--- src/hdl/sqd_pkg.sv ---
`default_nettype none
// ----------------------------------------------------------------------------
// Smallest-three quaternion dequantizer: shared definitions
// Widths of the fixed-point intermediates, the sqrt(1/2) constant and the
// control word that travels down the pipeline next to the data.
// ----------------------------------------------------------------------------
package sqd_pkg;

   localparam int FRAC_BITS_DEFAULT = 16;

   // Magnitude of coarse*256 + fine*scale never exceeds 17408.
   localparam int NMAG_W = 15;
   localparam int K_W    = 32;
   localparam logic [K_W-1:0] SQRT_HALF_Q32 = 32'hB504_F334;

   // |N| * K in Q.46 stays below 2^46.
   localparam int MAG_W = 46;
   localparam int C30_W = 30;
   localparam int SQ_W  = 2 * C30_W;
   localparam int SUM_W = SQ_W + 2;
   localparam int REM_W = 61;

   typedef enum logic [1:0] {
      DROP_X = 2'd0,
      DROP_Y = 2'd1,
      DROP_Z = 2'd2,
      DROP_W = 2'd3
   } drop_type;

   typedef struct packed {
      logic     valid;
      drop_type drop;
   } ctl_type;

endpackage
`default_nettype wire

--- src/hdl/sqd_sqrt.sv ---
`default_nettype none
// ----------------------------------------------------------------------------
// Pipelined integer square root
// Restoring digit-by-digit root, one result bit per stage. The radicand
// carries two extra fraction bits so that the root has one bit past the
// output precision for rounding. The kept components ride along.
// ----------------------------------------------------------------------------
module sqd_sqrt #(
   parameter int FRAC_BITS = sqd_pkg::FRAC_BITS_DEFAULT
) (
   input  logic                       clock,
   input  logic                       reset,
   input  sqd_pkg::ctl_type           in_ctl,
   input  logic [2:0][FRAC_BITS+1:0]  in_kept,
   input  logic [2*FRAC_BITS+2:0]     radicand,
   output sqd_pkg::ctl_type           out_ctl,
   output logic [2:0][FRAC_BITS+1:0]  out_kept,
   output logic [FRAC_BITS+1:0]       root
);
   import sqd_pkg::*;

   localparam int ROOT_W = FRAC_BITS + 2;
   localparam int OUT_W  = FRAC_BITS + 2;
   localparam int RAD_PW = 2 * ROOT_W;
   localparam int REMW   = ROOT_W + 2;
   localparam int RPW    = ROOT_W + 4;

   ctl_type                ctl_ff  [ROOT_W];
   logic [2:0][OUT_W-1:0]  kept_ff [ROOT_W];
   logic [RAD_PW-1:0]      rad_ff  [ROOT_W];
   logic [RAD_PW-1:0]      rad_in  [ROOT_W];
   logic [REMW-1:0]        rem_ff  [ROOT_W];
   logic [REMW-1:0]        rem_in  [ROOT_W];
   logic [ROOT_W-1:0]      root_ff [ROOT_W];
   logic [ROOT_W-1:0]      root_in [ROOT_W];

   always_comb begin
      logic [RAD_PW-1:0] rad_prev;
      logic [REMW-1:0]   rem_prev;
      logic [ROOT_W-1:0] root_prev;
      logic [RPW-1:0]    rp;
      logic [RPW-1:0]    trial;
      logic [RPW-1:0]    diff;
      logic              ge;
      for (int s = 0; s < ROOT_W; s++) begin
         if (s == 0) begin
            rad_prev  = {1'b0, radicand};
            rem_prev  = '0;
            root_prev = '0;
         end else begin
            rad_prev  = rad_ff[s-1];
            rem_prev  = rem_ff[s-1];
            root_prev = root_ff[s-1];
         end
         // Bring down the next two radicand bits and try the bit 4*root+1.
         rp    = {rem_prev, rad_prev[RAD_PW-1 -: 2]};
         trial = {2'b00, root_prev, 2'b01};
         ge    = (rp >= trial);
         diff  = rp - trial;
         rad_in[s]  = rad_prev << 2;
         rem_in[s]  = ge ? diff[REMW-1:0] : rp[REMW-1:0];
         root_in[s] = {root_prev[ROOT_W-2:0], ge};
      end
   end

   always_ff @(posedge clock) begin
      if (reset) begin
         for (int s = 0; s < ROOT_W; s++) begin
            ctl_ff[s] <= '0;
         end
      end else begin
         ctl_ff[0] <= in_ctl;
         for (int s = 1; s < ROOT_W; s++) begin
            ctl_ff[s] <= ctl_ff[s-1];
         end
      end
   end

   always_ff @(posedge clock) begin
      kept_ff[0] <= in_kept;
      for (int s = 1; s < ROOT_W; s++) begin
         kept_ff[s] <= kept_ff[s-1];
      end
      for (int s = 0; s < ROOT_W; s++) begin
         rad_ff[s]  <= rad_in[s];
         rem_ff[s]  <= rem_in[s];
         root_ff[s] <= root_in[s];
      end
   end

   assign out_ctl  = ctl_ff[ROOT_W-1];
   assign out_kept = kept_ff[ROOT_W-1];
   assign root     = root_ff[ROOT_W-1];

endmodule
`default_nettype wire

--- config.mk ---
export PLATFORM = sky130hd
export DESIGN_NAME = sqd_sqrt
export DESIGN_NICKNAME = d
export VERILOG_FILES = /design/src/hdl/sqd_pkg.sv /design/src/hdl/sqd_sqrt.sv
export SDC_FILE = /design/constraint.sdc
export NUM_CORES = 2
export LEC_CHECK = 0
export ABC_CLOCK_PERIOD_IN_PS = 2800
export BUFFER_PORTS_ARGS = -buffer_cell sky130_fd_sc_hd__buf_4
export CORE_ASPECT_RATIO = 1.25
export CORE_MARGIN = 2
export CORE_UTILIZATION = 54
export DETAILED_ROUTE_END_ITERATION = 12
export PLACE_DENSITY = 0.76
export SETUP_SLACK_MARGIN = 0.4
export SKIP_CTS_REPAIR_TIMING = 1
export SLEW_MARGIN = 20
export SYNTH_ARGS = -nofsm -noshare
export SYNTH_HDL_FRONTEND = slang
export SYNTH_SLANG_ARGS = --single-unit
export TNS_END_PERCENT = 50
--- constraint.sdc ---
create_clock -name clock -period 2.8 [get_ports clock]
set_clock_uncertainty 0.05 [all_clocks]
set_input_delay 0.56 -clock clock [delete_from_list [all_inputs] [get_ports clock]]
set_output_delay 0.56 -clock clock [all_outputs]
set_load 0.02 [all_outputs]
Yosys cells after proc, flatten, opt, wreduce, memory -nomap -nowiden
Memories as Yosys holds them, arrays and structs flattened.
Index checks and enable logic that the tools add are counted.
{"block": "totals", "ram_bits": 2322, "inputBits": 94, "register_bits": 0, "word_cells": 98, "output_inout_bits": 75, "memories": 5}
{"block": "classes", "order_cmp": 18, "muxes": 39, "add_sub_neg": 18, "bitwise_logic": 18}
{"memory": "kept_ff", "words": 18, "word_bits": 54, "rd": 18, "rd_ports_with_merged_regs": 0, "write_ports": 18, "line": "sqd_sqrt.sv:29", "source": "logic [2:0][OUT_W-1:0] kept_ff [ROOT_W];"}
{"memory": "rad_ff", "words": 18, "word_bits": 34, "rd": 17, "rd_ports_with_merged_regs": 0, "write_ports": 18, "line": "sqd_sqrt.sv:30", "source": "logic [RAD_PW-1:0] rad_ff [ROOT_W];"}
{"memory": "rem_ff", "words": 18, "word_bits": 20, "rd": 17, "rd_ports_with_merged_regs": 0, "write_ports": 18, "line": "sqd_sqrt.sv:32", "source": "logic [REMW-1:0] rem_ff [ROOT_W];"}
{"memory": "root_ff", "words": 18, "word_bits": 18, "rd": 18, "rd_ports_with_merged_regs": 0, "write_ports": 18, "line": "sqd_sqrt.sv:34", "source": "logic [ROOT_W-1:0] root_ff [ROOT_W];"}
{"memory": "ctl_ff", "words": 18, "word_bits": 3, "rd": 18, "rd_ports_with_merged_regs": 0, "write_ports": 18, "line": "sqd_sqrt.sv:28", "source": "ctl_type ctl_ff [ROOT_W];"}
{"cell": ">= comparator 22 x 20 -> 1 bit", "n": 17}
{"cell": "two-way mux 20 bit", "n": 18}
{"cell": "subtractor 20 bit", "n": 17}
{"cell": "two-way mux 3 bit", "n": 18}
{"cell": "OR 1 bit", "n": 18}
{"cell": "two-way mux 1 bit", "n": 3}
{"cell": "subtractor 1 x 1 -> 2 bit (second input constant)", "n": 1}
{"cell": ">= comparator 1 bit (second input constant)", "n": 1}

Longest topological paths before layout
{"block": "logic_depth", "depth_word": 3, "depth_mapped": 12, "mapped_depth_nobuf": 10}

Worst setup path before layout
OpenSTA, ideal clock, no wires.
{"block": "synth_path", "path_kind": "register to register", "start": "memory root_ff[14][0] (netlist bit)", "end": "memory rem_ff[15][11] (netlist bit)", "synth_period_minus_slack_ps": 2666, "t_arrival_ps": 2496, "path_buffers": 2, "slack_ps": 134, "stages_incl_launch_ff": 12, "t_required_ps": 2629, "setup_ps": 121, "path_cell_list": "dfxtp_1 inv_1 ha_1 nor2b_1 o2111ai_1 a31o_2 a211oi_1 o21ai_0 nand2b_1 buf_2 buf_2 mux2_2"}
{"element": "from (decl)", "line": "sqd_sqrt.sv:34"}
{"element": "to (decl)", "line": "sqd_sqrt.sv:32"}

==> out/results.env <==
WORST-ENDPOINT-REQUIRED_NS=3.37
CRITICAL_PATH.CELL_CHAIN='or4_4 -> or4_4 -> o41ai_4 -> buf_4 -> buf_4 -> o311a_1 -> nand2_1 -> xnor2_1'
DESIGN.CORE.AREA_UM2=91400
ANTENNA_CELLS_INSERTED=0
YOSYS.AREA.TOP_TYPE_SHARE_PCT=73.1
TIMING.CRITICAL_PATH.SLOWEST_STAGE_CELL='or4_4'
TIGHTESTPINTRANSITION_NS=0.601
PATH_TYPE_OF_THE_WORST_MIN_DELAY_PATH='input pin to flip-flop'
IOPINCOUNT=169
SYNTH-SEQ-AREA-SHARE_PCT=73.1
CPLARGESTDELAYFAMILY='simple AND/OR/NAND/NOR gates'
VIA_COUNT_OF_THE_FIRST_GLOBAL_ROUTING_PASS=26197
CTS_ROOT_BUF='clkbuf_16'
OVERFLOW=0
TIMING.CRITICAL_PATH.SLOWEST_CELL_DELAY_NS=0.53
SYNTH_AREA_LEADER_CELL='dfxtp_1'
TIMING.RR.START='rem_ff[3][4]$_DFF_P_'
DATA_ARRIVAL_TIME_OF_THE_CRITICAL_PATH_NS=3.22
LAYOUT.FILLER_CELLS=6173
RSZ0062_AT_GRT='yes'
FINAL_CRITICAL_PERIOD_NS=2.65
P_SWITCHING_W=0.0140
HOLD_END='ctl_ff[0][50]$_SDFF_PP0_'
FLOW.AREA_GROWTH_FROM_SYNTHESIS_PCT=25.0
INTERNAL-POWER_W=0.0446
SYN-MEAN-INSTANCE-AREA_UM2=12.8
TIMING.SETUP.CRITICAL_PATH_CLASS='flip-flop to flip-flop'
POST_ROUTE_CELLS_DRIVE_ABOVE_1_SHARE_PCT=20.8
SYNTH-MAIN-FF-CELL='dfxtp_1'
CRITPATHCAPTURETYPE='flip-flop'
FIN_NETS=4671
PATH_MAX_FANOUT=5
COUNT_OF_WARNINGS_EMITTED_BY_YOSYS=0
WORST_SETUP_SLACK_FOR_REGISTER_TO_REGISTER_PATHS_NS=0.15
REMAINING_DRC_ERRORS=0
MAXSLEWVIOLCOUNT=0
CORE.ROWCOUNT=124
WHS_NS=0.231
PEAKVDDDROP_V=0.000871
SYNTH_NETS=4154
PORT_BUFFERS=168
SYNTHCELLS=3872
POWER.SHARE.SWITCHING_PCT=23.9
ROUTEDWLPERCELL_UM=14.3
SYNTH_AREA_UM2=49700
FINAL_CORE_UTILIZATION_PCT=68.0
DRT_WL_TOTAL_UM=81800
YOSYS-TOP-CELLS-AREA='dfxtp_1, ha_1, xnor2_1'
WIRE_LENGTH_OF_THE_FIRST_GLOBAL_ROUTING_PASS_UM=119000
GR-USAGE-ALL-LAYERS_PCT=15.6
HTREE_LEVELS=4
DETAILROUTE.VIA_COUNT=27544
REG2REGPATHDEPTH=8
TNS_NS=0
FINALNONFILLERCELLS=5715
ACHIEVABLE-FREQUENCY_MHz=378
WORST-PATH-BUF-INV=2
FINALSETUPVIOLCOUNT=0
MULTI_INPUT_AREA_UM2=14100
CLKSLEWWORSTSETUPHOLDPATHS_NS=0.06
SEQUENTIAL_CELL_AREA_UM2=36400
ANTENNA_LEFT=0
DIE_WIDTH_UM=275
TRITONCTS='done'
START_UTIL_PCT=54.4
DRT_PRE_ANTENNA_ITERS=7
CLOCK_TREE.BUFFER_DEPTH=3
GRT_MAX_DEGREE=55
HOLDPATHSTAGES=2
HOLD_START='reset'
COMBINATIONALPOWERSHARE_PCT=11.1
SYNTH_ASYNC_SR_FLOP_SHARE_PCT=0
VIAS_PER_CELL=4.82
TOTAL_POWER_W=0.0586
SEQPWRFRAC_PCT=51.2
NUMBER_OF_FLOPS_MAPPED_TO_ENABLE_CELLS_BY_YOSYS=0
DIE_H_UM=343
CTS_MADE_BUFFERS=158
CLOCK_INSERTION_DELAY_AT_THE_LATER_PIN_OF_THE_SKEW_REPORT_NS=0.75
POST-PLACE-CELLS=5243
HPWL_UM=49700
YOSYSUNIQUECELLTYPES=74
POWER_FRAC_CLOCK_PCT=37.7
HOLD_VIOLATIONS=0
DRT-INITIAL-DRC-COUNT=1101
P_LEAK_nW=27.4
NUMBER_OF_REGISTER_BITS_INFERRED_BY_SYNTHESIS=1814
MAX-SLEW-MARGIN-REL_PCT=59.8
CAPTURING_POINT_OF_THE_WORST_REG2REG_PATH='rem_ff[4][12]$_DFF_P_'
P_PER_AREA_nW_PER_UM2=943
WORSTSETUPPATHDEPTH=8
GPL.FINAL_WEIGHTED_CONGESTION=0.925
MIN_PERIOD_OVER_PERIOD_PCT=94.5
RUN_STATUS='finished, final reports clean'
SETUP.WORST_PATH.START_CLASS='flip-flop'
DRV.MAX_CAP_VIOLATION_COUNT=0
CLOCK_TREE_SINKS=1814
ANTENNA_FOUND_INITIAL=1
DESIGN.DIE.AREA_UM2=94500
[registers in the layout, indices dropped and copies added (netlist names)]
name	count
rad_ff	306
ctl_ff	54
kept_ff	972
root_ff	171
rem_ff	311
[area by class of cell]
cell class,count,area share [%]
Inverter,240,1.46
Multi-Input combinational cell,1762,22.7
Timing Repair Buffer,413,6.01
Clock inverter,62,1.52
Sequential cell,1814,58.6
Tap cell,1197,2.41
Clock buffer,227,7.32
[cells by family (layout without fill, tap and decap cells)]
logic type	after synthesis	count (layout)	synth area share [%]
mux	59	59	1.31
fa+ha+maj	188	188	4.73
buf+inv	297	942	2.29
xor+xnor	230	230	4.05
flops	1814	1814	73.1
simple gates	771	772	7.98
other cells	1	1	0.00755
compound gates	512	512	6.54
[cells in the final DEF (no fill, tap or decap), drive strengths merged, types with 8 or more instances in the layout]
cell,netlist,final
nor4,27,27
dfxtp,1814,1814
a21o,54,54
mux2,48,48
clkinv,1,38
a21oi,153,153
nand2b,28,28
o21ai,119,119
inv,239,244
nand2,160,160
o211ai,8,8
o31ai,16,16
nand4,26,26
and3,10,10
nand3,58,58
xor2,95,95
a211oi,17,17
o21bai,12,12
bufinv,0,14
nor2b,84,84
xnor2,135,135
clkbuf,46,237
dlygate4sd3,0,92
o21a,50,50
ha,188,188
nand3b,11,11
or4,17,17
nor2,180,180
nor4b,11,11
or3,23,23
mux2i,11,11
nor3,78,78
buf,11,311
a31oi,17,17
o2111ai,8,8
or2,14,14
nand4b,15,15
[power groups by stage]
| stage | clock network, W | logic, W | registers (W) |
|---|---|---|---|
| after global placement | 0 | 0.00515 | 0.0303 |
| after global routing | 0.0237 | 0.00713 | 0.0302 |
| after floorplan | 0 | 0.00402 | 0.0300 |
| after CTS | 0.0226 | 0.00532 | 0.0298 |
| final | 0.0221 | 0.00648 | 0.0300 |
| after detailed placement | 0 | 0.00528 | 0.0304 |
[Yosys cell counts (all sizes together), types with 17 or more instances]
cell type / n
o21ai: 119
a211oi: 17
a21oi: 153
nor4: 27
nand2b: 28
nor3: 78
xnor2: 135
nor2: 180
or3: 23
mux2: 48
xor2: 95
dfxtp: 1814
or4: 17
nand3: 58
inv: 239
nor2b: 84
o21a: 50
nand4: 26
clkbuf: 46
a31oi: 17
nand2: 160
a21o: 54
ha: 188
[worst reg2reg max path: stages, from the launching register on]
cell and delay (ns):
dfxtp_2 0.35, or4_4 0.54, or4_4 0.48, o41ai_4 0.41, buf_4 0.19, buf_4 0.10
o311a_1 0.20, nand2_1 0.09, xnor2_1 0.13
[metal layers]
layer  track usage (%)  wire length [µm]  vias up
met1              15.3             30200    12797
met5                 0                 0        -
met3              3.56              3110      241
met4              9.14              4140        0
li1                  -                 -    13925
met2              29.5             44300      581
[worst max path at each step]
stage / slack (ns) / start / to
after floorplan: 0.34 / root_ff[9][0]$_DFF_P_ / rem_ff[10][1]$_DFF_P_
after global placement: 0.13 / root_ff[12][8]$_DFF_P_ / rem_ff[13][17]$_DFF_P_
after detailed placement: 0.08 / root_ff[10][1]$_DFF_P_ / rem_ff[11][4]$_DFF_P_
after CTS: 0.02 / root_ff[8][0]$_DFF_P_ / rem_ff[9][18]$_DFF_P_
after global routing: 0.08 / rem_ff[3][4]$_DFF_P_ / rem_ff[4][9]$_DFF_P_
final: 0.15 / rem_ff[3][4]$_DFF_P_ / rem_ff[4][12]$_DFF_P_
[per-stage QoR]
step | instance area, µm² | setup WS, ns
final | 62100 | 0.155
after global routing | 62100 | 0.0752
after CTS | 58300 | 0.0242
after detailed placement | 52900 | 0.0813
after global placement | 52900 | 0.131
after floorplan | 49800 | 0.335
(Power assumes the default switching activity.)
