$ cat src/hdl/sqd_pkg.sv
`default_nettype none
// ----------------------------------------------------------------------------
// Smallest-three quaternion dequantizer: shared definitions
// Widths of the fixed-point intermediates, the sqrt(1/2) constant and the
// control word that travels down the pipeline next to the data.
// ----------------------------------------------------------------------------
package sqd_pkg;

   localparam int FRAC_BITS_DEFAULT = 16;

   // Magnitude of coarse*256 + fine*scale never exceeds 17408.
   localparam int NMAG_W = 15;
   localparam int K_W    = 32;
   localparam logic [K_W-1:0] SQRT_HALF_Q32 = 32'hB504_F334;

   // |N| * K in Q.46 stays below 2^46.
   localparam int MAG_W = 46;
   localparam int C30_W = 30;
   localparam int SQ_W  = 2 * C30_W;
   localparam int SUM_W = SQ_W + 2;
   localparam int REM_W = 61;

   typedef enum logic [1:0] {
      DROP_X = 2'd0,
      DROP_Y = 2'd1,
      DROP_Z = 2'd2,
      DROP_W = 2'd3
   } drop_type;

   typedef struct packed {
      logic     valid;
      drop_type drop;
   } ctl_type;

endpackage
`default_nettype wire

$ cat src/hdl/sqd_place.sv
`default_nettype none
// ----------------------------------------------------------------------------
// Output stage: round the root and place the components
// Halves the extended root with rounding, puts it in the dropped slot and
// the kept components in the other slots in x, y, z, w order.
// ----------------------------------------------------------------------------
module sqd_place #(
   parameter int FRAC_BITS = sqd_pkg::FRAC_BITS_DEFAULT
) (
   input  logic                       clock,
   input  logic                       reset,
   input  sqd_pkg::ctl_type           in_ctl,
   input  logic [2:0][FRAC_BITS+1:0]  kept,
   input  logic [FRAC_BITS+1:0]       root,
   output logic                       out_valid,
   output logic [FRAC_BITS+1:0]       quat_x,
   output logic [FRAC_BITS+1:0]       quat_y,
   output logic [FRAC_BITS+1:0]       quat_z,
   output logic [FRAC_BITS+1:0]       quat_w
);
   import sqd_pkg::*;

   localparam int OUT_W  = FRAC_BITS + 2;
   localparam int ROOT_W = FRAC_BITS + 2;

   logic             valid_ff;
   logic [OUT_W-1:0] x_ff, y_ff, z_ff, w_ff;
   logic [OUT_W-1:0] x_in, y_in, z_in, w_in;

   always_comb begin
      logic [ROOT_W-1:0] rsum;
      logic [OUT_W-1:0]  dropped;
      // The root carries one extra bit; adding one then halving rounds it.
      rsum    = root + 1'b1;
      dropped = OUT_W'(rsum[ROOT_W-1:1]);
      unique case (in_ctl.drop)
         DROP_X: begin
            x_in = dropped; y_in = kept[0]; z_in = kept[1]; w_in = kept[2];
         end
         DROP_Y: begin
            x_in = kept[0]; y_in = dropped; z_in = kept[1]; w_in = kept[2];
         end
         DROP_Z: begin
            x_in = kept[0]; y_in = kept[1]; z_in = dropped; w_in = kept[2];
         end
         DROP_W: begin
            x_in = kept[0]; y_in = kept[1]; z_in = kept[2]; w_in = dropped;
         end
      endcase
   end

   always_ff @(posedge clock) begin
      if (reset) begin
         valid_ff <= 1'b0;
      end else begin
         valid_ff <= in_ctl.valid;
      end
   end

   always_ff @(posedge clock) begin
      x_ff <= x_in;
      y_ff <= y_in;
      z_ff <= z_in;
      w_ff <= w_in;
   end

   assign out_valid = valid_ff;
   assign quat_x    = x_ff;
   assign quat_y    = y_ff;
   assign quat_z    = z_ff;
   assign quat_w    = w_ff;

endmodule
`default_nettype wire

$ cat config.mk
export PLATFORM = sky130hd
export DESIGN_NAME = sqd_place
export DESIGN_NICKNAME = d
export VERILOG_FILES = /design/src/hdl/sqd_pkg.sv /design/src/hdl/sqd_place.sv
export SDC_FILE = /design/constraint.sdc
export NUM_CORES = 1
export LEC_CHECK = 0
export BUFFER_PORTS_ARGS = -buffer_cell sky130_fd_sc_hd__buf_2
export CAP_MARGIN = 10
export CORE_MARGIN = 2
export CORE_UTILIZATION = 30
export DETAILED_ROUTE_END_ITERATION = 16
export GPL_TIMING_DRIVEN = 0
export PLACE_DENSITY = 0.65
export REMOVE_ABC_BUFFERS = 1
export SYNTH_ARGS = -nofsm -noshare
export SYNTH_HDL_FRONTEND = slang
export SYNTH_SLANG_ARGS = --single-unit
$ cat constraint.sdc
create_clock -name clock -period 2.1 [get_ports clock]
set_input_delay 0.42 -clock clock [delete_from_list [all_inputs] [get_ports clock]]
set_output_delay 0.42 -clock clock [all_outputs]
set_load 0.005 [all_outputs]
== After elaboration in Yosys (flattened, before gate mapping) ==
Cells that the tools add are included.
Cells by class
  add/sub/neg operators: 1
  equality and inequality tests: 3
  multiplexer cells: 4
  reduce and logical (&&, ||, !) cells: 5
Operator list (count)
  $pmux W18 S3: 2
  $pmux W18 S2: 2
  $add A18 B1 Y18 const B: 1
  $reduce_or A3 Y1: 2
  $eq A2 B2 Y1 const B: 2
  $reduce_or A2 Y1: 2
  $eq A2 B1 Y1 const B: 1
  $logic_not A2 Y1: 1
Storage, ports and cells
  flip-flop bits (word level): 73
  input port bits: 77
  word-level logic and storage cells: 18

== Logic depth before layout (Yosys ltp) ==
Gate-level depths: netlist of the first run.
  depth after elaboration: 3
  mapped depth: 6
  depth with buffers taken out: 5

== Worst setup path after synthesis of the first run ==
No wires, ideal clock.
  path type: input-to-reg
  from: in root[10]
  to: reg z_ff[12], in the netlist quat_z[12]
  library setup time: 122 ps
  arrival time: 1655 ps
  data required time: 1978 ps
  slack: 323 ps
  stages on the path: 6
  buffers on the path: 2
  cells stage by stage: clkbuf_1 -> nand4_1 -> or4_1 -> clkbuf_1 -> mux2i_1 -> a221o_1
On the way
  longest elaborated chain between the ends: 2
Ends and longest elaborated chain
  start: declaration: RTL line sqd_place.sv:14  | input logic [FRAC_BITS+1:0] root,
  $add A18 B1 Y18: RTL line sqd_place.sv:34  | rsum = root + 1'b1;
  $pmux W18 S3: RTL line sqd_place.sv:36  | unique case (in_ctl.drop)
  named net z_in[12]: RTL line sqd_place.sv:28  | logic [OUT_W-1:0] x_in, y_in, z_in, w_in;
  end signal: assignment: RTL line sqd_place.sv:63  | z_ff <= z_in;
  end: declaration: RTL line sqd_place.sv:27  | logic [OUT_W-1:0] x_ff, y_ff, z_ff, w_ff;
The timed path passes the listed nets, and every way through them passes these cells.
A chain may end at the register's enable or synchronous reset.

== Worst setup path in the final report of the first run ==
  from: in in_ctl[0] (netlist bit)
  to: reg z_ff[10], in the netlist quat_z[10]
On the way
  longest elaborated chain between the ends: 3
  elaborated cells between the ends (all ways): 6
Ends and longest elaborated chain
  start: declaration: RTL line sqd_place.sv:12  | input sqd_pkg::ctl_type in_ctl,
  $eq A2 B1 Y1 or $logic_not A2 Y1 (tied branches): RTL line sqd_place.sv:36
  $reduce_or A2 Y1 (no source line)
  $pmux W18 S3 *: RTL line sqd_place.sv:36
  named net z_in[10]: RTL line sqd_place.sv:28
Mark *: on every way through the listed nets, which the timed path passes. The rest lies on a longest branch.

==> results of run 1 <==
-- layout make-up --
type | instances | area, sq um | share of cell area
tap | 133 | 166 | 0.0406
sequential | 73 | 1460 | 0.357
clock inverter | 5 | 30.0 | 0.00733
inverter | 4 | 16.3 | 0.00397
clock buffer | 11 | 151 | 0.0370
multi-input combinational | 250 | 1500 | 0.365
timing repair buffer | 150 | 776 | 0.189
-- power groups by stage --
stage / Sequential (mW) / Combinational, mW / Clock, mW
2_1_floorplan: 1.59 / 0.185 / 0
3_3_place_gp: 1.56 / 0.503 / 0
4_1_cts: 1.54 / 0.517 / 1.04
5_1_grt: 1.54 / 0.574 / 1.11
6_report: 1.53 / 0.512 / 1.01
3_5_place_dp: 1.57 / 0.516 / 0
-- state kept, by name (all words and copies together), names as in the netlist --
name,flops
quat_w,18
out_valid,1
quat_y,18
quat_z,18
quat_x,18
-- cell usage in the layout, fill, tap and decap left out, types with 2 or more instances in the layout --
| cell type | synthesis | routed |
|---|---|---|
| a31oi_1 | 8 | 8 |
| nor4_1 | 2 | 2 |
| a211o_1 | 3 | 3 |
| nand2_1 | 37 | 36 |
| a21oi_1 | 16 | 16 |
| dfxtp_1 | 73 | 73 |
| o31ai_1 | 3 | 3 |
| a221o_1 | 2 | 2 |
| o21ai_0 | 33 | 33 |
| o2bb2ai_1 | 2 | 2 |
| a21o_1 | 2 | 2 |
| a211oi_1 | 2 | 2 |
| o211ai_1 | 4 | 4 |
| nor2b_1 | 5 | 5 |
| clkinvlp_4 | 0 | 2 |
| or4_1 | 8 | 8 |
| buf_2 | 1 | 148 |
| a22o_1 | 2 | 2 |
| inv_1 | 3 | 3 |
| clkbuf_8 | 0 | 11 |
| nor2_1 | 30 | 29 |
| nand4_1 | 9 | 9 |
| nand3_1 | 16 | 16 |
| xnor2_1 | 3 | 3 |
| or3_1 | 5 | 5 |
| and4_1 | 3 | 3 |
| xor2_1 | 8 | 8 |
| mux2_2 | 5 | 5 |
| mux2i_1 | 4 | 4 |
| clkinv_2 | 0 | 4 |
| a22oi_1 | 15 | 15 |
| and3_1 | 5 | 5 |
| nor3_1 | 6 | 6 |
| and2_1 | 2 | 2 |
-- metal layers --
layer  vias up  routed length, microns
met2       117                    4190
li1       1548                       -
met3         6                     735
met1      1378                    4250
met5         -                       0
met4         0                      87
-- worst paths after layout --
kind / start / endpoint / slack, ns / depth (start not counted)
worst max-delay path: in_ctl[0] / quat_z[10] / 0.22 / 5
worst min-delay path: reset / out_valid / 0.22 / 2
-- logic make-up (layout without fill, tap and decap cells) --
family | after synthesis | in the layout | synth area share
DFF | 73 | 73 | 0.477
xor gates and xnor gates | 11 | 11 | 0.0314
adders and majority gates | 1 | 1 | 0.00408
and+or+nand+nor | 135 | 135 | 0.226
buffers and inverters | 31 | 170 | 0.0384
AOI/OAI and AO/OA | 94 | 94 | 0.192
muxes | 9 | 9 | 0.0314
-- metrics by stage --
stage	TNS (ns)	std cells
finish	0	626
CTS	0	626
floorplan	-1.09	327
global placement	-51.81	609
global route	0	626
detailed placement	-21.30	610
==> impl_metrics.py, run 1 <==
metrics = {
    "global_routing": {
        "grt_use_met2": 0.277,
        "grt_first_pass_wirelength_microns": 14500,
        "globalRouteTotalUtil": 0.168,
        "antenna_found_initial": 0,
        "grt_pass1_vias": 2922,
        "met1_track_usage_gr": 0.209,
        "globalRoute.busiestLayer": "met2",
        "remaining_global_route_overflow": 0,
        "grt_use_met3": 0.0536,
        "grt_start_max_net_pins": 49,
    },
    "run": {
        "max_cap_violations": 0,
    },
    "timing": {
        "max_slew.worst_pin.slew_ns": 0.813,
        "setup_repair_after_global_routing_missed_its_margin": "no",
        "setup_viol": 0,
        "maxSlewViolCount": 0,
        "period_share": 0.894,
        "timing.max_slew.rel_slack": 0.453,
        "max_clock_freq_ghz": 0.532,
        "report.final.hold_viol_count": 0,
        "final.min_clock_period_ns": 1.88,
        "fin_worst_hold_slack_ns": 0.225,
        "fin_ws_ns": 0.222,
    },
    "place": {
        "placement.setup.worst_slack_ns": -0.951,
        "detailedPlacementHpwl_microns": 6860,
        "dpl_cell_area_sq_um": 3910,
        "port_buffers": 149,
        "placer_s_final_routability_congestion_estimate": 0.752,
    },
    "drt": {
        "drc": 0,
        "wl_per_cell_microns": 14.8,
        "route.detailed.vias_per_inst": 4.87,
        "drt_wl_total_microns": 9260,
        "route.antenna.remaining_nets": 0,
        "overall_via_count_from_detail_route": 3049,
        "initialDrtViolationCount": 119,
        "iteration_count_of_the_initial_detailed_routing_pass": 4,
    },
    "synth": {
        "yosysWarningCount": 0,
        "synth_edf_count": 0,
        "yosysMostFrequentCell": "dfxtp_1",
        "synth_largest_area_cell": "dfxtp_1",
        "mappedNetlistArea_sq_um": 3060,
        "post_synth.cell_area_avg_sq_um": 8.66,
        "synthCells": 354,
        "ys_seq_area_frac": 0.477,
        "yosys.area.top_type_share": 0.477,
        "post_synth_main_area_contributors": "dfxtp_1, o21ai_0, nand2_1",
        "synth_ff_type": "dfxtp_1",
        "synth-async-reset-ratio": 0,
        "synth.ff_latch_count": 73,
        "synth_commonest_cells": "dfxtp_1, nand2_1, o21ai_0, nor2_1, clkbuf_1",
        "synth_cell_types": 44,
    },
    "setup_path": {
        "worst_setup_path_start_kind": "primary input",
        "path_cells": "buf_2 > inv_1 > and3_1 > mux2_2 > a221o_1",
        "worst-endpoint-arrival_ns": 2.11,
        "criticalPathCategory": "primary input to flop",
        "slowest_stage": "buf_2",
        "timing.critical_path.slowest_cell_delay_ns": 0.47,
        "buffers_and_inverters_on_the_worst_path": 2,
        "worst-endpoint-required_ns": 2.33,
        "cpLargestDelayFamily": "buffers and inverters",
        "worst_setup_path_end_kind": "flop",
        "worst-path-max-fanout": 30,
    },
    "clocking": {
        "htreeDepth": 3,
        "cts.sinks": 73,
        "tritoncts": "yes",
        "cts.hold.buffers_added": 0,
        "cts_root_buffer": "clkbuf_8",
        "post_cts_resized": 2,
        "post_cts.repair.setup_buffers": 0,
        "ctsLongestPathBuffers": 2,
        "cts.clk_slew.worst_paths_ns": 0.08,
        "numCtsBuffers": 9,
    },
    "pwr": {
        "totalPowerFinal_mw": 3.06,
        "switching_share": 0.271,
        "clock_power_share": 0.331,
        "power.internal_mw": 2.23,
        "seq_power_share": 0.502,
        "irDropWorstVdd_v": 0.000292,
        "power_switching_mw": 0.829,
        "combinationalPowerShare": 0.168,
        "p_per_area_nw_per_um2": 746,
        "power_leakage_nw": 1.86,
    },
    "status": {
        "outcome": "completed",
    },
    "min_path": {
        "timing.hold.worst.class": "primary input to flop",
    },
    "final_layout": {
        "layout.core_utilization": 0.415,
        "layout-drive-gt1-share": 0.361,
        "stdcell_area_sq_um": 4100,
        "flow.area_growth_from_synthesis_pct": 33.7,
        "antenna-diode-count": 0,
        "finalNetCount": 566,
        "fill_cells": 1028,
    },
    "floorplan": {
        "die_y_microns": 105,
        "start_util": 0.311,
        "coreArea_sq_um": 9860,
        "rows": 36,
        "dieWidth_microns": 105,
        "io_pins": 150,
        "die_area_sq_um": 11000,
    },
}
Note: power is estimated with default switching activity, not from simulation.
==> inputs of run 2 (changes only) <==
--- a/config.mk
+++ b/config.mk
@@ -11,8 +11,8 @@
 export CORE_UTILIZATION = 30
 export DETAILED_ROUTE_END_ITERATION = 16
 export GPL_TIMING_DRIVEN = 0
-export PLACE_DENSITY = 0.65
 export REMOVE_ABC_BUFFERS = 1
 export SYNTH_ARGS = -nofsm -noshare
 export SYNTH_HDL_FRONTEND = slang
 export SYNTH_SLANG_ARGS = --single-unit
+export TNS_END_PERCENT = 1
==> impl_metrics.py, run 2 (same netlist as run 1, synthesis figures left out) <==
metrics = {
    "status": {
        "outcome": "completed",
    },
    "pwr": {
        "totalPowerFinal_mw": 2.98,
        "power_leakage_nw": 1.85,
        "irDropWorstVdd_v": 0.000260,
        "p_per_area_nw_per_um2": 734,
    },
    "timing": {
        "setup_repair_after_global_routing_missed_its_margin": "no",
        "timing.max_slew.rel_slack": 0.359,
        "max_clock_freq_ghz": 0.536,
        "max_slew.worst_pin.slew_ns": 0.960,
        "final.min_clock_period_ns": 1.87,
        "period_share": 0.889,
        "setup_viol": 0,
        "report.final.hold_viol_count": 0,
        "maxSlewViolCount": 0,
    },
    "global_routing": {
        "grt_start_max_net_pins": 49,
        "grt_pass1_vias": 2959,
        "antenna_found_initial": 0,
        "globalRouteTotalUtil": 0.175,
        "remaining_global_route_overflow": 0,
        "grt_first_pass_wirelength_microns": 15100,
    },
    "clocking": {
        "numCtsBuffers": 9,
        "cts.clk_slew.worst_paths_ns": 0.07,
        "cts_root_buffer": "clkbuf_8",
        "post_cts_resized": 2,
        "cts.hold.buffers_added": 0,
        "cts.sinks": 73,
        "ctsLongestPathBuffers": 2,
        "htreeDepth": 3,
        "tritoncts": "yes",
        "post_cts.repair.setup_buffers": 0,
    },
    "drt": {
        "route.detailed.vias_per_inst": 4.91,
        "met3RoutedLength_microns": 728,
        "overall_via_count_from_detail_route": 3062,
        "top_layer_used": "met4",
        "route.antenna.remaining_nets": 0,
        "drt_wl_total_microns": 9560,
        "wl_per_cell_microns": 15.3,
        "drc": 0,
        "iteration_count_of_the_initial_detailed_routing_pass": 4,
        "initialDrtViolationCount": 112,
        "route.met2.wl_microns": 4360,
        "route.layer.met1.wl_microns": 4370,
    },
    "floorplan": {
        "coreArea_sq_um": 9860,
        "dieWidth_microns": 105,
        "rows": 36,
        "start_util": 0.311,
        "die_area_sq_um": 11000,
        "die_y_microns": 105,
        "io_pins": 150,
    },
    "final_layout": {
        "layout-drive-gt1-share": 0.351,
        "mostFrequentLayoutCell": "buf_2",
        "most_used_cells_in_the_layout_excluding_fill_and_tap_cells": "buf_2, dfxtp_1, nand2_1",
        "finalNetCount": 566,
        "final_cell_count_no_fill": 623,
        "flow.area_growth_from_synthesis_pct": 32.3,
        "antenna-diode-count": 0,
        "fill_cells": 1040,
        "multi_input_gate_area_in_the_final_layout_sq_um": 1490,
        "regArea_sq_um": 1460,
    },
    "min_path": {
        "timing.hold.worst.class": "primary input to flop",
        "hold_path_startpoint": "reset",
        "holdPathStages": 2,
        "end_point_of_the_most_critical_hold_path": "out_valid",
    },
    "place": {
        "placer_s_final_routability_congestion_estimate": 0.737,
        "port_buffers": 149,
        "detailedPlacementHpwl_microns": 6760,
        "dp_cells": 610,
    },
    "setup_path": {
        "slowest_stage": "buf_2",
        "worst-endpoint-required_ns": 2.34,
        "worst_setup_path_start_kind": "primary input",
        "criticalPathCategory": "primary input to flop",
        "worst-path-max-fanout": 30,
        "timing.critical_path.slowest_cell_delay_ns": 0.48,
        "worst_setup_path_end_kind": "flop",
        "path_cells": "buf_2 > inv_1 > and3_1 > mux2_2 > a221o_1",
        "worst-endpoint-arrival_ns": 2.11,
    },
    "run": {
        "max_cap_violations": 0,
    },
}
run 2: how the worst max path moves through the flow:
stage | from | end | slack [ns] | depth (start not counted)
6_report | in_ctl[0] | quat_z[10] | 0.23 | 5
5_1_grt | in_ctl[0] | quat_w[5] | 0.11 | 4
4_1_cts | in_ctl[1] | quat_y[16] | 0.20 | 5
3_5_place_dp | in_ctl[1] | quat_y[16] | -1.04 | 5
3_3_place_gp | in_ctl[1] | quat_x[0] | -1.64 | 3
2_1_floorplan | in_ctl[1] | quat_x[0] | -0.24 | 2
run 2: final cells by class:
type	instances	area share
Clock buffer	12	0.0358
Inverter	4	0.00401
Tap cell	133	0.0410
Timing Repair Buffer	150	0.189
Sequential cell	73	0.360
Multi-Input combinational cell	250	0.368
Clock inverter	1	0.00123
run 2: power breakdown:
group / switching [mW] / total, mW / internal [mW]
Combinational: 0.280 / 0.512 / 0.232
Clock: 0.490 / 0.930 / 0.441
Sequential: 0.0274 / 1.54 / 1.51
run 2: worst max-delay path: cells and delay by family:
family | cells | cell delay [ns]
simple gates | 1 | 0.29
compound gates | 1 | 0.25
mux | 1 | 0.26
buf+inv | 2 | 0.88
run 2: per-stage QoR:
step | worst slack, ns | TNS, ns | util | hold slack (ns) | cell area, sq um
6_report | 0.233 | 0 | 0.411 | 0.210 | 4060
5_1_grt | 0.107 | 0 | 0.411 | 0.202 | 4060
4_1_cts | 0.202 | 0 | 0.411 | 0.199 | 4060
3_5_place_dp | -1.04 | -23.73 | 0.395 | 0.583 | 3900
3_3_place_gp | -1.64 | -55.13 | 0.393 | 0.577 | 3870
2_1_floorplan | -0.242 | -1.09 | - | 0.492 | 2960
run 2: metal layers:
| metal | vias up | global-route usage |
|---|---|---|
| met5 | - | 0 |
| met4 | 0 | 0.0571 |
| met3 | 8 | 0.0518 |
| met2 | 114 | 0.285 |
| met1 | 1395 | 0.220 |
| li1 | 1545 | - |
==> inputs of run 3 (changes only) <==
--- a/config.mk
+++ b/config.mk
@@ -5,7 +5,7 @@
 export SDC_FILE = /design/constraint.sdc
 export NUM_CORES = 1
 export LEC_CHECK = 0
-export BUFFER_PORTS_ARGS = -buffer_cell sky130_fd_sc_hd__buf_2
+export BUFFER_PORTS_ARGS = -buffer_cell sky130_fd_sc_hd__clkbuf_2
 export CAP_MARGIN = 10
 export CORE_MARGIN = 2
 export CORE_UTILIZATION = 30
==> constraint.sdc (replaced) <==
create_clock -name clock -period 2.4 [get_ports clock]
set_input_delay 0.48 -clock clock [delete_from_list [all_inputs] [get_ports clock]]
set_output_delay 0.48 -clock clock [all_outputs]
set_load 0.005 [all_outputs]
==> impl_metrics.py, run 3 (same netlist as run 1, synthesis figures left out) <==
metrics = {
    "drt": {
        "drt_wl_total_microns": 9280,
        "initialDrtViolationCount": 124,
        "wl_per_cell_microns": 14.8,
        "overall_via_count_from_detail_route": 3001,
        "route.detailed.vias_per_inst": 4.79,
        "route.antenna.remaining_nets": 0,
        "iteration_count_of_the_initial_detailed_routing_pass": 4,
        "drc": 0,
    },
    "clocking": {
        "cts.sinks": 73,
        "numCtsBuffers": 9,
        "cts_root_buffer": "clkbuf_8",
        "tritoncts": "yes",
        "cts.clk_slew.worst_paths_ns": 0.07,
        "htreeDepth": 3,
        "ctsLongestPathBuffers": 2,
        "cts.hold.buffers_added": 0,
    },
    "global_routing": {
        "grt_first_pass_wirelength_microns": 14500,
        "globalRouteTotalUtil": 0.168,
        "grt_pass1_vias": 2862,
        "grt_start_max_net_pins": 49,
        "remaining_global_route_overflow": 0,
        "antenna_found_initial": 0,
    },
    "timing": {
        "max_clock_freq_ghz": 0.485,
        "report.final.hold_viol_count": 0,
        "max_slew.worst_pin.slew_ns": 0.958,
        "period_share": 0.859,
        "setup_repair_after_global_routing_missed_its_margin": "no",
        "setup_viol": 0,
        "final.min_clock_period_ns": 2.06,
        "timing.max_slew.rel_slack": 0.360,
        "maxSlewViolCount": 0,
    },
    "place": {
        "dp_cells": 610,
        "placer_s_final_routability_congestion_estimate": 0.741,
        "port_buffers": 149,
        "detailedPlacementHpwl_microns": 6790,
    },
    "run": {
        "max_cap_violations": 0,
    },
    "final_layout": {
        "most_used_cells_in_the_layout_excluding_fill_and_tap_cells": "clkbuf_2, dfxtp_1, nand2_1",
        "antenna-diode-count": 0,
        "final_cell_count_no_fill": 626,
        "mostFrequentLayoutCell": "clkbuf_2",
        "layout-drive-gt1-share": 0.353,
        "finalNetCount": 566,
        "flow.area_growth_from_synthesis_pct": 32.7,
    },
    "setup_path": {
        "worst-endpoint-arrival_ns": 2.34,
        "worst-path-max-fanout": 30,
        "worst_setup_path_end_kind": "flop",
        "worst_setup_path_start_kind": "primary input",
        "worst-endpoint-required_ns": 2.68,
        "criticalPathCategory": "primary input to flop",
    },
    "pwr": {
        "p_per_area_nw_per_um2": 637,
        "totalPowerFinal_mw": 2.59,
        "power_leakage_nw": 1.88,
        "irDropWorstVdd_v": 0.000260,
    },
    "min_path": {
        "timing.hold.worst.class": "primary input to flop",
        "holdPathStages": 2,
    },
    "floorplan": {
        "coreArea_sq_um": 9860,
        "die_area_sq_um": 11000,
        "io_pins": 150,
        "die_y_microns": 105,
        "dieWidth_microns": 105,
        "start_util": 0.311,
        "rows": 36,
    },
    "status": {
        "outcome": "completed",
    },
}
run 3: cell types whose count changed in the layout (fill, tap and decap cells not counted), sizes merged:
cell    before  now
buf        150    1
clkbuf      12  161
clkinv       2    5
run 3: area by class of cell:
| class | instances | area (sq um) |
|---|---|---|
| clock inverter | 4 | 20.0 |
| clock buffer | 12 | 135 |
| timing repair buffer | 150 | 776 |
| fill | 1003 | 5800 |
| inverter | 4 | 16.3 |
| multi-input combinational | 250 | 1490 |
| sequential | 73 | 1460 |
| tap | 133 | 166 |
run 3: final timing paths:
path	from	endpoint	slack, ns
setup / recovery	in_ctl[0]	quat_z[15]	0.34
hold / removal	reset	out_valid	0.29
run 3: stage by stage:
stage / area (sq um) / worst slack [ns] / utilization / setup TNS [ns] / hold slack, ns
after floorplan: 2960 / -0.00225 / - / -0.00225 / 0.552
after CTS: 4070 / 0.378 / 0.412 / 0 / 0.262
after global placement: 3870 / -1.72 / 0.393 / -53.37 / 0.638
after detailed placement: 3910 / -0.822 / 0.396 / -15.46 / 0.641
final: 4070 / 0.339 / 0.412 / 0 / 0.286
after global routing: 4070 / 0.192 / 0.412 / 0 / 0.263
run 3: repair_timing:
| action | 4_1_cts | 5_1_grt |
|---|---|---|
| endpoints found under the setup margin | 16 | 0 |
| gates resized for setup | 2 | 0 |
| buffers inserted | 0 | 0 |
run 3: where the power goes:
group / internal [mW] / switching (mW)
registers: 1.32 / 0.0284
clock network: 0.369 / 0.429
logic: 0.204 / 0.242
total: 1.89 / 0.699
run 3: per-layer routing:
metal,part of all wire,global-route usage
met5,0,0
met4,0.0065,0.0667
met3,0.074,0.0493
met2,0.47,0.270
met1,0.45,0.211
run 3: worst max-delay path: stages:
cell and delay, ns:
clkbuf_2 0.39, inv_1 0.49, nand2_1 0.33, or4_1 0.55, nand3_1 0.09
